### src/hdl/qgcc_pkg.sv
// Shared types, character codes and helper functions for the quiet-gated charge control.
package qgcc_pkg;

  // Request kinds on the input channel (code 3 is unused)
  typedef enum logic [1:0] {
    ACT_BYTE   = 2'd0,
    ACT_TICK   = 2'd1,
    ACT_SAMPLE = 2'd2
  } action_t;

  typedef enum logic [1:0] {
    RPT_NONE   = 2'd0,
    RPT_STATUS = 2'd1,
    RPT_MOVE   = 2'd2
  } report_kind_t;

  typedef enum logic [1:0] {
    CMD_NONE   = 2'd0,
    CMD_LIMIT  = 2'd1,
    CMD_QUIET  = 2'd2,
    CMD_REJECT = 2'd3
  } cmd_result_t;

  localparam int LINE_BUFFER_DEF = 20;
  localparam int STORE_DEPTH     = 13;
  localparam int LEN_W           = 5;
  localparam int LEN_MAX         = 31;

  localparam int ACCEL_RAW_W = 16;
  localparam int ACCEL_W     = 14;
  localparam int VOLT_W      = 12;
  localparam int LIMIT_W     = 14;
  localparam int QTIME_W     = 7;
  localparam int QSEC_W      = 8;

  // x / 7 == (x * 74899) >> 19 for every 16-bit x
  localparam int ACCEL_SHIFT = 19;
  localparam logic [16:0] ACCEL_RECIP = 17'd74899;
  localparam int PROD_W = ACCEL_RAW_W + 17;

  localparam logic [7:0] CHAR_CR   = 8'd13;
  localparam logic [7:0] CHAR_LF   = 8'd10;
  localparam logic [7:0] CHAR_ZERO = 8'h30;
  localparam logic [7:0] CHAR_NINE = 8'h39;
  localparam logic [7:0] CHAR_S_LO = 8'h73;
  localparam logic [7:0] CHAR_S_UP = 8'h53;

  localparam logic [39:0] KW_BATT  = "batt=";
  localparam logic [47:0] KW_QUIET = "quiet=";

  localparam int LEN_STATUS = 1;
  localparam int LEN_BATT   = 9;
  localparam int LEN_QUIET  = 13;

  function automatic logic is_digit(input logic [7:0] c);
    return (c >= CHAR_ZERO) && (c <= CHAR_NINE);
  endfunction

  // Digits are checked separately; the low nibble of '0'..'9' is the value
  function automatic logic [13:0] dec4(input logic [7:0] a, input logic [7:0] b,
                                       input logic [7:0] c, input logic [7:0] d);
    return 14'(a[3:0]) * 14'd1000 + 14'(b[3:0]) * 14'd100 +
           14'(c[3:0]) * 14'd10 + 14'(d[3:0]);
  endfunction

  function automatic logic [6:0] dec2(input logic [7:0] a, input logic [7:0] b);
    return 7'(a[3:0]) * 7'd10 + 7'(b[3:0]);
  endfunction

endpackage

### src/hdl/quiet_gated_charge_control.sv
// Quiet-gated charge control: command line parser, quiet timer and charge decision.
//
// Takes one request per clock: a command byte, a one-second tick or a sample pair, and
// answers every request with exactly one result. An input register is followed by one
// pass of parsing, divide-by-7 and compare logic into the result register; a stalled
// result blocks the input only once both registers are full. Command lines end
// at CR or LF; "s"/"S" asks for a status report, "batt=dddd" sets the voltage limit and
// "quiet=yyyy?zz" sets the movement threshold and quiet time. LINE_BUFFER sets how many
// characters of a line are counted (LINE_BUFFER-1, at most 31); only 13 are stored.
module quiet_gated_charge_control #(
  parameter int LINE_BUFFER = qgcc_pkg::LINE_BUFFER_DEF
) (
  input  logic        clk,
  input  logic        rst_n,
  input  logic        in_valid,
  output logic        in_ready,
  input  logic [1:0]  in_action,
  input  logic [7:0]  in_rx_byte,
  input  logic [15:0] in_accel_raw,
  input  logic [11:0] in_voltage_sample,
  output logic        out_valid,
  input  logic        out_ready,
  output logic        out_charging,
  output logic [1:0]  out_report_kind,
  output logic [11:0] out_report_voltage,
  output logic [13:0] out_report_accel,
  output logic [1:0]  out_command_result
);

  localparam int LenCapInt = (LINE_BUFFER - 1 < qgcc_pkg::LEN_MAX) ?
                             (LINE_BUFFER - 1) : qgcc_pkg::LEN_MAX;
  localparam logic [qgcc_pkg::LEN_W-1:0] LEN_CAP = qgcc_pkg::LEN_W'(LenCapInt);

  // input register
  logic        s1_valid_r;
  logic [1:0]  s1_action_r;
  logic [7:0]  s1_byte_r;
  logic [15:0] s1_accel_r;
  logic [11:0] s1_volt_r;

  // block state
  logic                          charging_r, charging_nxt;
  logic [qgcc_pkg::QSEC_W-1:0]   qsec_r, qsec_nxt;
  logic [qgcc_pkg::LIMIT_W-1:0]  limit_r, limit_nxt;
  logic [qgcc_pkg::QTIME_W-1:0]  qtime_r, qtime_nxt;
  logic [qgcc_pkg::ACCEL_W-1:0]  thresh_r, thresh_nxt;
  logic [qgcc_pkg::LEN_W-1:0]    line_len_r, line_len_nxt;
  logic [qgcc_pkg::VOLT_W-1:0]   last_volt_r, last_volt_nxt;
  logic [qgcc_pkg::ACCEL_W-1:0]  last_accel_r, last_accel_nxt;
  logic [7:0]                    line_chars_r [qgcc_pkg::STORE_DEPTH];
  logic                          char_wr;

  // result register
  logic        out_valid_r;
  logic        out_charging_r;
  logic [1:0]  out_kind_r, kind_nxt;
  logic [11:0] out_volt_r, rep_volt_nxt;
  logic [13:0] out_accel_r, rep_accel_nxt;
  logic [1:0]  out_result_r, result_nxt;

  logic                          s1_adv;
  logic [qgcc_pkg::PROD_W-1:0]   prod;
  logic [qgcc_pkg::ACCEL_W-1:0]  scaled;
  logic                          is_status, is_batt, is_quiet;

  assign s1_adv   = !out_valid_r || out_ready;
  assign in_ready = !s1_valid_r || s1_adv;

  always_ff @(posedge clk) begin
    if (!rst_n) begin
      s1_valid_r <= 1'b0;
    end else if (in_ready) begin
      s1_valid_r <= in_valid;
    end
  end

  always_ff @(posedge clk) begin
    if (in_valid && in_ready) begin
      s1_action_r <= in_action;
      s1_byte_r   <= in_rx_byte;
      s1_accel_r  <= in_accel_raw;
      s1_volt_r   <= in_voltage_sample;
    end
  end

  assign prod   = qgcc_pkg::PROD_W'(s1_accel_r) * qgcc_pkg::PROD_W'(qgcc_pkg::ACCEL_RECIP);
  assign scaled = prod[qgcc_pkg::ACCEL_SHIFT +: qgcc_pkg::ACCEL_W];

  assign is_status = (line_len_r == qgcc_pkg::LEN_W'(qgcc_pkg::LEN_STATUS)) &&
                     ((line_chars_r[0] == qgcc_pkg::CHAR_S_LO) ||
                      (line_chars_r[0] == qgcc_pkg::CHAR_S_UP));

  assign is_batt = (line_len_r == qgcc_pkg::LEN_W'(qgcc_pkg::LEN_BATT)) &&
                   ({line_chars_r[0], line_chars_r[1], line_chars_r[2], line_chars_r[3],
                     line_chars_r[4]} == qgcc_pkg::KW_BATT) &&
                   qgcc_pkg::is_digit(line_chars_r[5]) && qgcc_pkg::is_digit(line_chars_r[6]) &&
                   qgcc_pkg::is_digit(line_chars_r[7]) && qgcc_pkg::is_digit(line_chars_r[8]);

  assign is_quiet = (line_len_r == qgcc_pkg::LEN_W'(qgcc_pkg::LEN_QUIET)) &&
                    ({line_chars_r[0], line_chars_r[1], line_chars_r[2], line_chars_r[3],
                      line_chars_r[4], line_chars_r[5]} == qgcc_pkg::KW_QUIET) &&
                    qgcc_pkg::is_digit(line_chars_r[6]) && qgcc_pkg::is_digit(line_chars_r[7]) &&
                    qgcc_pkg::is_digit(line_chars_r[8]) && qgcc_pkg::is_digit(line_chars_r[9]) &&
                    qgcc_pkg::is_digit(line_chars_r[11]) &&
                    qgcc_pkg::is_digit(line_chars_r[12]);

  always_comb begin
    charging_nxt   = charging_r;
    qsec_nxt       = qsec_r;
    limit_nxt      = limit_r;
    qtime_nxt      = qtime_r;
    thresh_nxt     = thresh_r;
    line_len_nxt   = line_len_r;
    last_volt_nxt  = last_volt_r;
    last_accel_nxt = last_accel_r;
    char_wr        = 1'b0;
    kind_nxt       = qgcc_pkg::RPT_NONE;
    rep_volt_nxt   = '0;
    rep_accel_nxt  = '0;
    result_nxt     = qgcc_pkg::CMD_NONE;
    case (s1_action_r)
      qgcc_pkg::ACT_BYTE: begin
        if (s1_byte_r == qgcc_pkg::CHAR_CR || s1_byte_r == qgcc_pkg::CHAR_LF) begin
          if (is_status) begin
            kind_nxt      = qgcc_pkg::RPT_STATUS;
            rep_volt_nxt  = last_volt_r;
            rep_accel_nxt = last_accel_r;
          end else if (is_batt) begin
            limit_nxt  = qgcc_pkg::dec4(line_chars_r[5], line_chars_r[6],
                                        line_chars_r[7], line_chars_r[8]);
            result_nxt = qgcc_pkg::CMD_LIMIT;
          end else if (is_quiet) begin
            thresh_nxt = qgcc_pkg::dec4(line_chars_r[6], line_chars_r[7],
                                        line_chars_r[8], line_chars_r[9]);
            qtime_nxt  = qgcc_pkg::dec2(line_chars_r[11], line_chars_r[12]);
            qsec_nxt   = '0;
            result_nxt = qgcc_pkg::CMD_QUIET;
          end else begin
            result_nxt = qgcc_pkg::CMD_REJECT;
          end
          line_len_nxt = '0;
        end else if (line_len_r < LEN_CAP) begin
          char_wr      = line_len_r < qgcc_pkg::LEN_W'(qgcc_pkg::STORE_DEPTH);
          line_len_nxt = line_len_r + 1'b1;
        end
      end
      qgcc_pkg::ACT_TICK: begin
        if (qsec_r != '1) begin
          qsec_nxt = qsec_r + 1'b1;
        end
      end
      qgcc_pkg::ACT_SAMPLE: begin
        last_volt_nxt  = s1_volt_r;
        last_accel_nxt = scaled;
        if (limit_r > qgcc_pkg::LIMIT_W'(s1_volt_r)) begin
          if (scaled > thresh_r) begin
            qsec_nxt      = '0;
            kind_nxt      = qgcc_pkg::RPT_MOVE;
            rep_volt_nxt  = s1_volt_r;
            rep_accel_nxt = scaled;
          end
          charging_nxt = qsec_nxt > qgcc_pkg::QSEC_W'(qtime_r);
        end else begin
          charging_nxt = 1'b0;
        end
      end
      default: begin
      end
    endcase
  end

  always_ff @(posedge clk) begin
    if (!rst_n) begin
      charging_r   <= 1'b0;
      qsec_r       <= '0;
      limit_r      <= '0;
      qtime_r      <= '0;
      thresh_r     <= '0;
      line_len_r   <= '0;
      last_volt_r  <= '0;
      last_accel_r <= '0;
    end else if (s1_valid_r && s1_adv) begin
      charging_r   <= charging_nxt;
      qsec_r       <= qsec_nxt;
      limit_r      <= limit_nxt;
      qtime_r      <= qtime_nxt;
      thresh_r     <= thresh_nxt;
      line_len_r   <= line_len_nxt;
      last_volt_r  <= last_volt_nxt;
      last_accel_r <= last_accel_nxt;
    end
  end

  // line store, written at the current length
  always_ff @(posedge clk) begin
    if (s1_valid_r && s1_adv && char_wr) begin
      line_chars_r[line_len_r[3:0]] <= s1_byte_r;
    end
  end

  always_ff @(posedge clk) begin
    if (!rst_n) begin
      out_valid_r <= 1'b0;
    end else if (s1_adv) begin
      out_valid_r <= s1_valid_r;
    end
  end

  always_ff @(posedge clk) begin
    if (s1_valid_r && s1_adv) begin
      out_charging_r <= charging_nxt;
      out_kind_r     <= kind_nxt;
      out_volt_r     <= rep_volt_nxt;
      out_accel_r    <= rep_accel_nxt;
      out_result_r   <= result_nxt;
    end
  end

  assign out_valid          = out_valid_r;
  assign out_charging       = out_charging_r;
  assign out_report_kind    = out_kind_r;
  assign out_report_voltage = out_volt_r;
  assign out_report_accel   = out_accel_r;
  assign out_command_result = out_result_r;

  a_move_stops_charge: assert property (@(posedge clk) disable iff (!rst_n)
    out_valid_r && (out_kind_r == qgcc_pkg::RPT_MOVE) |-> !out_charging_r)
    else $error("movement report with charging enabled");

  a_report_or_command: assert property (@(posedge clk) disable iff (!rst_n)
    out_valid_r && (out_result_r != qgcc_pkg::CMD_NONE) |-> (out_kind_r == qgcc_pkg::RPT_NONE))
    else $error("report and command result in one request");

  a_line_len_cap: assert property (@(posedge clk) disable iff (!rst_n)
    line_len_r <= LEN_CAP)
    else $error("line length beyond cap");

  a_quiet_timer_step: assert property (@(posedge clk) disable iff (!rst_n)
    (qsec_r != $past(qsec_r)) |-> (qsec_r == '0) || (qsec_r == $past(qsec_r) + 1'b1))
    else $error("quiet timer jumped");

endmodule
### config.mk
export PLATFORM = sky130hd
export DESIGN_NAME = quiet_gated_charge_control
export DESIGN_NICKNAME = d
export VERILOG_FILES = /design/src/hdl/qgcc_pkg.sv /design/src/hdl/quiet_gated_charge_control.sv
export SDC_FILE = /design/constraint.sdc
export NUM_CORES = 1
export LEC_CHECK = 0
export BUFFER_PORTS_ARGS = -buffer_cell sky130_fd_sc_hd__buf_4
export CAP_MARGIN = 10
export CORE_MARGIN = 5
export CORE_UTILIZATION = 39
export DETAILED_ROUTE_END_ITERATION = 10
export PLACE_DENSITY = 0.65
export SLEW_MARGIN = 10
export SYNTH_ARGS = -nofsm -noshare
export SYNTH_HDL_FRONTEND = slang
export SYNTH_SLANG_ARGS = --single-unit
### constraint.sdc
create_clock -name clk -period 10.6 [get_ports clk]
set_clock_uncertainty 0.1 [all_clocks]
set_input_delay 3.18 -clock clk [delete_from_list [all_inputs] [get_ports clk]]
set_output_delay 3.18 -clock clk [all_outputs]
set_load 0.02 [all_outputs]
==> run summary, run 1 <==
H-tree lvl count = 1
Syn Inst Count = 1518
Critical Path RT = 10.82 ns
Num CTS Buffers = 28
Clk slew on worst S/H paths = 0.06 ns
Fin crit share = 80.6%
M3 GR Usage = 2.18%
Clock latency on the worst-skew pair = 0.58 ns
Crit path capture type = flip-flop
Hold_buf cts = 0
Mean Syn Cell Area = 11.0 µm²
Area contributors post-synth = edfxtp_1 (30%), ha_1 (21%), fa_1 (9.7%)
PD cells = 159 nW/µm²
# port buffers = 74
Finished Cell Area = 18800 µm²
Max-slew violations = 0
Met1 usage = 21.4%
Antenna violations before repair = 0
Slew margin rel. = 19.4%
Prevailing post-synth register cell = edfxtp_1
Unrepaired setup endpoints after global routing = no
Vias per cell = 5.11
Area grow syn2layout = 12.5%
Die Height = 217 µm
Final Hold Viols = 0
Synth Net Count = 1920
Top-area cell type share of the netlist area = 29.6%
Initial DRT Pass Iterations = 5
Clock sinks = 242
GR Util met2 = 24.0%
Synth area leader = edfxtp_1
Async SR Flop Fraction = 0%
Gpl congestion = 0.875
1st-iter DRT viols = 515
Yosys warnings = 0
# rows = 76
Post-Route WL = 34.8 mm
Antenna violation net count after detailed routing = 0
Max stage delay on crit path = 0.52 ns
Synthesized flop and latch total = 242
Worst R2R Setup Slack = 2.06 ns
Global route hottest layer = met2
Global route total overflow = 0
LEAKAGE = 8.34 nW
Post-DP HPWL = 26.5 mm
Gr usage total = 14.8%
Peak VDD IR = 0.128 mV
Final setup TNS = 0 ns
Die ar. = 47200 µm²
CP arrival = 8.76 ns
Outcome = finished clean
Worst hold slack = 0.353 ns
Number of global-route vias before repair = 11400
Share of cells above drive strength 1 = 9.74%
Worst hold path class = reg2reg
Syn Std Cell Area = 16700 µm²
IO Pins = 75
Placed cell areas = 17900 µm²
Most numerous cell in the Yosys netlist = ha_1
Overall power = 0.00300 W
Resized Gates After CTS = 0
Via count = 11100
CP most frequent cell = ha_1
Core area = 42800 µm²
Post-synthesis sequential area ratio = 38.8%
Top post-synthesis cells by count = ha_1 (279), inv_1 (235), edfxtp_1 (165)
Largest net degree at the start of global routing = 41
Initial Utilization = 39.1%
Antenna cell count = 0
CTS root buf = clkbuf_16
Fmax = 117 MHz
Die W = 217 µm
Final setup viols = 0
Slew @ Worst Pin = 1.21 ns
Post-synth EDFFs = 165
Slowest cell on the critical path = fa_1
# DRC = 0
Post-CTS Setup Repair Bufs = 0
MaxCap Viol Count = 0
Worst Path Max Fanout = 10
Final min period = 8.54 ns
Final nets = 2002
WL/cell = 16.0 µm
CP Class = reg2reg
Global-route wire length before repair = 57.6 mm
CTS tree = built
Worst setup SP type = flip-flop
Yosys cell types = 78
Clock Tree Buf Depth = 3
-- through the flow --
stage	utilization, %	setup slack, ns	cells
after floorplan	-	2.69	1518
after global placement	41.8	2.23	2114
after detailed placement	41.8	2.12	2114
after CTS	44.0	2.07	2166
after global routing	44.0	1.43	2168
final	44.0	2.06	2168
-- worst max-delay path: cells and delay by family, from the launching register on --
family	cells	cell delay (ns)
adders and majority gates	9	3.55
and+or+nand+nor	5	1.17
xor gates and xnor gates	1	0.17
AOI/OAI and AO/OA	15	2.62
DFF	1	0.43
buffers and inverters	4	0.22
-- kinds of logic after synthesis --
| kind of cell | Yosys count | synth area share, % |
|---|---|---|
| AO/OA/AOI/OAI | 224 | 9.11 |
| flip-flops | 242 | 38.8 |
| AND/OR/NAND/NOR | 338 | 10.5 |
| adder cells (fa/ha/maj) | 360 | 30.5 |
| buffers and inverters | 265 | 6.09 |
| multiplexers | 36 | 2.17 |
| XOR/XNOR | 53 | 2.77 |
-- final cells by class --
class                   count  area (µm²)
multi-input cells        1011        9240
repair buffers             81         613
fillers                  3955       24000
clock inverters            11         121
inverters                 236         886
well taps                 546         683
clock buffers              41         800
flip-flops and latches    242        6500
-- sequential cells by signal (all words and copies together), names as in the netlist --
name                cells
out_command_result      2
s1_accel_r             16
s1_byte_r               8
out_report_voltage     12
thresh_r               14
qtime_r                 7
s1_valid_r              1
out_report_kind         2
line_chars_r           96
line_len_r              5
out_report_accel       14
charging_r              1
qsec_r                  8
s1_volt_r              12
limit_r                14
last_accel_r           14
s1_action_r             2
last_volt_r            12
out_valid               1
out_charging            1
-- path summary, 6_finish.rpt --
check / startpoint / end / cells past startpoint
max reg2reg: s1_accel_r[14] / out_charging / 34
max: s1_accel_r[14] / out_charging / 34
min: last_volt_r[1] / last_volt_r[1] / 2
min reg2reg: last_volt_r[1] / last_volt_r[1] / 2
-- metal layers --
| metal | up-vias | wire (µm) |
|---|---|---|
| li1 | 5462 | - |
| met1 | 5323 | 17200 |
| met2 | 242 | 15300 |
| met3 | 43 | 1640 |
| met4 | 0 | 697 |
| met5 | - | 0 |
-- power breakdown --
group | total (W) | leakage [nW] | internal, W | switching, W
clock network | 0.000950 | 0.446 | 0.000552 | 0.000398
logic | 0.000996 | 5.77 | 0.000396 | 0.000601
registers | 0.00105 | 2.13 | 0.00103 | 0.0000228
-- placed cells by master (no fill, tap or decap), types with 5 or more instances in the layout --
| master | count |
|---|---|
| and2_1 | 14 |
| nand4b_1 | 7 |
| nand2_1 | 87 |
| a211o_1 | 5 |
| o21bai_1 | 5 |
| buf_4 | 79 |
| clkbuf_8 | 5 |
| and3_1 | 10 |
| mux2i_1 | 34 |
| and4_1 | 5 |
| xor2_1 | 12 |
| xnor2_1 | 41 |
| clkbuf_1 | 8 |
| nand2b_1 | 6 |
| dfxtp_1 | 77 |
| clkbuf_16 | 28 |
| a211oi_1 | 5 |
| nor4_1 | 9 |
| a31o_2 | 5 |
| inv_1 | 235 |
| nor2b_1 | 15 |
| ha_1 | 279 |
| nor2_1 | 86 |
| o21a_1 | 7 |
| fa_1 | 81 |
| nand4_1 | 17 |
| o21ai_0 | 29 |
| or3_1 | 5 |
| a22o_1 | 28 |
| a21oi_1 | 67 |
| nand3_1 | 20 |
| nor3_1 | 21 |
| a21o_1 | 26 |
| a31oi_1 | 8 |
| o22ai_1 | 6 |
| edfxtp_1 | 165 |
Power figures use the tool's default switching activity.
==> run 2: changes to the inputs <==
==> constraint.sdc (replaced) <==
create_clock -name clk -period 8.3 [get_ports clk]
set_clock_uncertainty 0.1 [all_clocks]
set_input_delay 2.49 -clock clk [delete_from_list [all_inputs] [get_ports clk]]
set_output_delay 2.49 -clock clk [all_outputs]
set_load 0.02 [all_outputs]
==> run 2 against run 1 <==
Net effect: combinational power is 48% higher; sequential power is 28% higher; largest cell class unchanged; register-to-register slack worse by 1.8 ns; clock-buffer cell count is 2 lower; largest power group is now combinational cells; sequential cell count stayed put.
==> run summary, run 2 (synthesis results as in run 1) <==
Outcome = finished clean
Final setup viols = 0 (unchanged)
# rows = 76 (unchanged)
CP arrival = 8.19 ns (-0.57 ns)
Clk pwr share = 28.5% (-3.2 points)
Area grow syn2layout = 13.9%
Global route total overflow = 0 (unchanged)
Comb pwr share = 37.4% (+4.2 points)
LEAKAGE = 8.43 nW (+1.1%)
IO Pins = 75 (unchanged)
CTS root buf = clkbuf_16
Core area = 42800 µm² (unchanged)
Via count = 11100 (+0.55%)
Antenna cell count = 0 (unchanged)
Fin crit share = 96.3% (+16 points)
Antenna violations before repair = 0 (unchanged)
Clk slew on worst S/H paths = 0.06 ns (about the same)
Gpl congestion = 0.873 (-0.22%)
Clock latency on the worst-skew pair = 0.57 ns (about the same)
Post-DP HPWL = 26.6 mm (+0.64%)
Critical Path RT = 8.49 ns (-2.33 ns)
Gr usage total = 14.9% (+0.024 points)
Clock Tree Buf Depth = 3 (unchanged)
H-tree lvl count = 1 (unchanged)
Die ar. = 47200 µm² (unchanged)
# port buffers = 74 (unchanged)
Share of cells above drive strength 1 = 12.1% (+2.4 points)
CP Buf/Inv Count = 4 (unchanged)
Final Hold Viols = 0 (unchanged)
MaxCap Viol Count = 0 (unchanged)
Final Core Density = 44.5% (+0.52 points)
1st-iter DRT viols = 515 (unchanged)
Initial Utilization = 39.1% (unchanged)
# DRC = 0 (unchanged)
Post-Route WL = 34.8 mm (about the same)
PD cells = 207 nW/µm² (+30%)
CTS tree = built
Commonest non-fill, non-tap cell in the layout = ha_1
Number of global-route vias before repair = 11500 (+0.46%)
Slew margin rel. = 21.8% (+2.4 points)
Num CTS Buffers = 27 (-3.6%)
Switching Power = 0.00135 W (+32%)
Max-slew violations = 0 (unchanged)
Die W = 217 µm (unchanged)
Internal Pwr Total = 0.00259 W (+31%)
Sw Ratio = 34.3% (+0.24 points)
Slowest cell on the critical path = fa_1
Clock sinks = 242 (unchanged)
Fmax = 125 MHz (+6.9%)
Final nets = 2022 (+1.0%)
Placed cell count = 2131 (+0.80%)
Max stage delay on crit path = 0.53 ns (about the same)
Peak VDD IR = 0.177 mV (+38%)
Post-Layout Cell Count = 2187 (+0.88%)
Largest net degree at the start of global routing = 42 (+2.4%)
CP Class = reg2reg
Worst Path Max Fanout = 6 (-4)
Final min period = 8.00 ns (-0.549 ns)
Vias per cell = 5.09 (-0.32%)
Largest delay share family, worst path = adder cells
Slew @ Worst Pin = 1.17 ns (-0.0385 ns)
Die Height = 217 µm (unchanged)
Most frequent cells in the layout = ha_1 (275), inv_1 (233), edfxtp_1 (165)
Worst hold slack = 0.353 ns (-0.000159 ns)
Worst hold path class = reg2reg
WL/cell = 15.9 µm (-0.78%)
Initial DRT Pass Iterations = 5 (unchanged)
Sequential Power Share = 34.1% (-1.0 points)
CP most frequent cell = fa_1
Hold_buf cts = 0 (unchanged)
Crit path capture type = flip-flop
Global-route wire length before repair = 57.9 mm (+0.59%)
Worst setup SP type = flip-flop
Max FFs per register = 96 (unchanged)
Antenna violation net count after detailed routing = 0 (unchanged)
run 2: cell types whose count changed in the layout (fill, tap and decap cells not counted), sizes merged:
cell	previous run	this run
buf	81	102
clkbuf	41	39
inv	237	239
bufinv	1	0
clkinv	8	7
run 2: final timing paths:
| path | startpoint | slack [ns] | endpoint | depth (start not counted) |
|---|---|---|---|---|
| worst max-delay path | s1_accel_r[14] | 0.30 | out_charging | 34 |
| worst min-delay path | last_volt_r[4] | 0.35 | last_volt_r[4] | 2 |
| worst max register to register | s1_accel_r[14] | 0.30 | out_charging | 34 |
| worst min register to register | last_volt_r[4] | 0.35 | last_volt_r[4] | 2 |
run 2: worst register-to-register path, delay by kind of cell (launching register included):
| kind | cells | cell delay [ns] |
|---|---|---|
| xor gates and xnor gates | 1 | 0.12 |
| and+or+nand+nor | 5 | 1.06 |
| buffers and inverters | 4 | 0.26 |
| AOI/OAI and AO/OA | 15 | 2.30 |
| adders and majority gates | 9 | 3.45 |
| DFF | 1 | 0.44 |
run 2: final cells by class:
cell class / instances / area (µm²)
clock inverters: 11 / 72.6
flip-flops and latches: 242 / 6500
well taps: 546 / 683
repair buffers: 102 / 766
fillers: 3967 / 23700
clock buffers: 39 / 762
multi-input cells: 1011 / 9390
inverters: 236 / 886
run 2: power groups by stage:
stage                     Sequential, W  Combinational [W]  Clock, W
after floorplan                 0.00137           0.000920         0
after global placement          0.00137            0.00126         0
after detailed placement        0.00137            0.00129         0
after CTS                       0.00134            0.00132   0.00115
after global routing            0.00135            0.00169   0.00120
final                           0.00134            0.00147   0.00112
run 2: routing by layer:
layer,track usage (%),share of wire (%)
met3,1.84,4.1
met4,3.75,2.2
met1,21.2,48
met5,0,0
met2,24.3,46
run 2: through the flow:
step	setup slack (ns)	cell area [µm²]	power, W	setup TNS [ns]
after floorplan	0.389	16700	0.00229	0
after global placement	0.0500	18000	0.00263	0
after detailed placement	-0.0604	18000	0.00266	-0.0604
after CTS	0.0203	18900	0.00381	0
after global routing	-0.0703	19100	0.00423	-0.0703
final	0.305	19100	0.00394	0
run 2: timing repair:
item / CTS / global route
buffers inserted: 0 / 6
resized for setup: 3 / 28
pin swaps: 0 / 22
setup endpoints to repair: 1 / 2
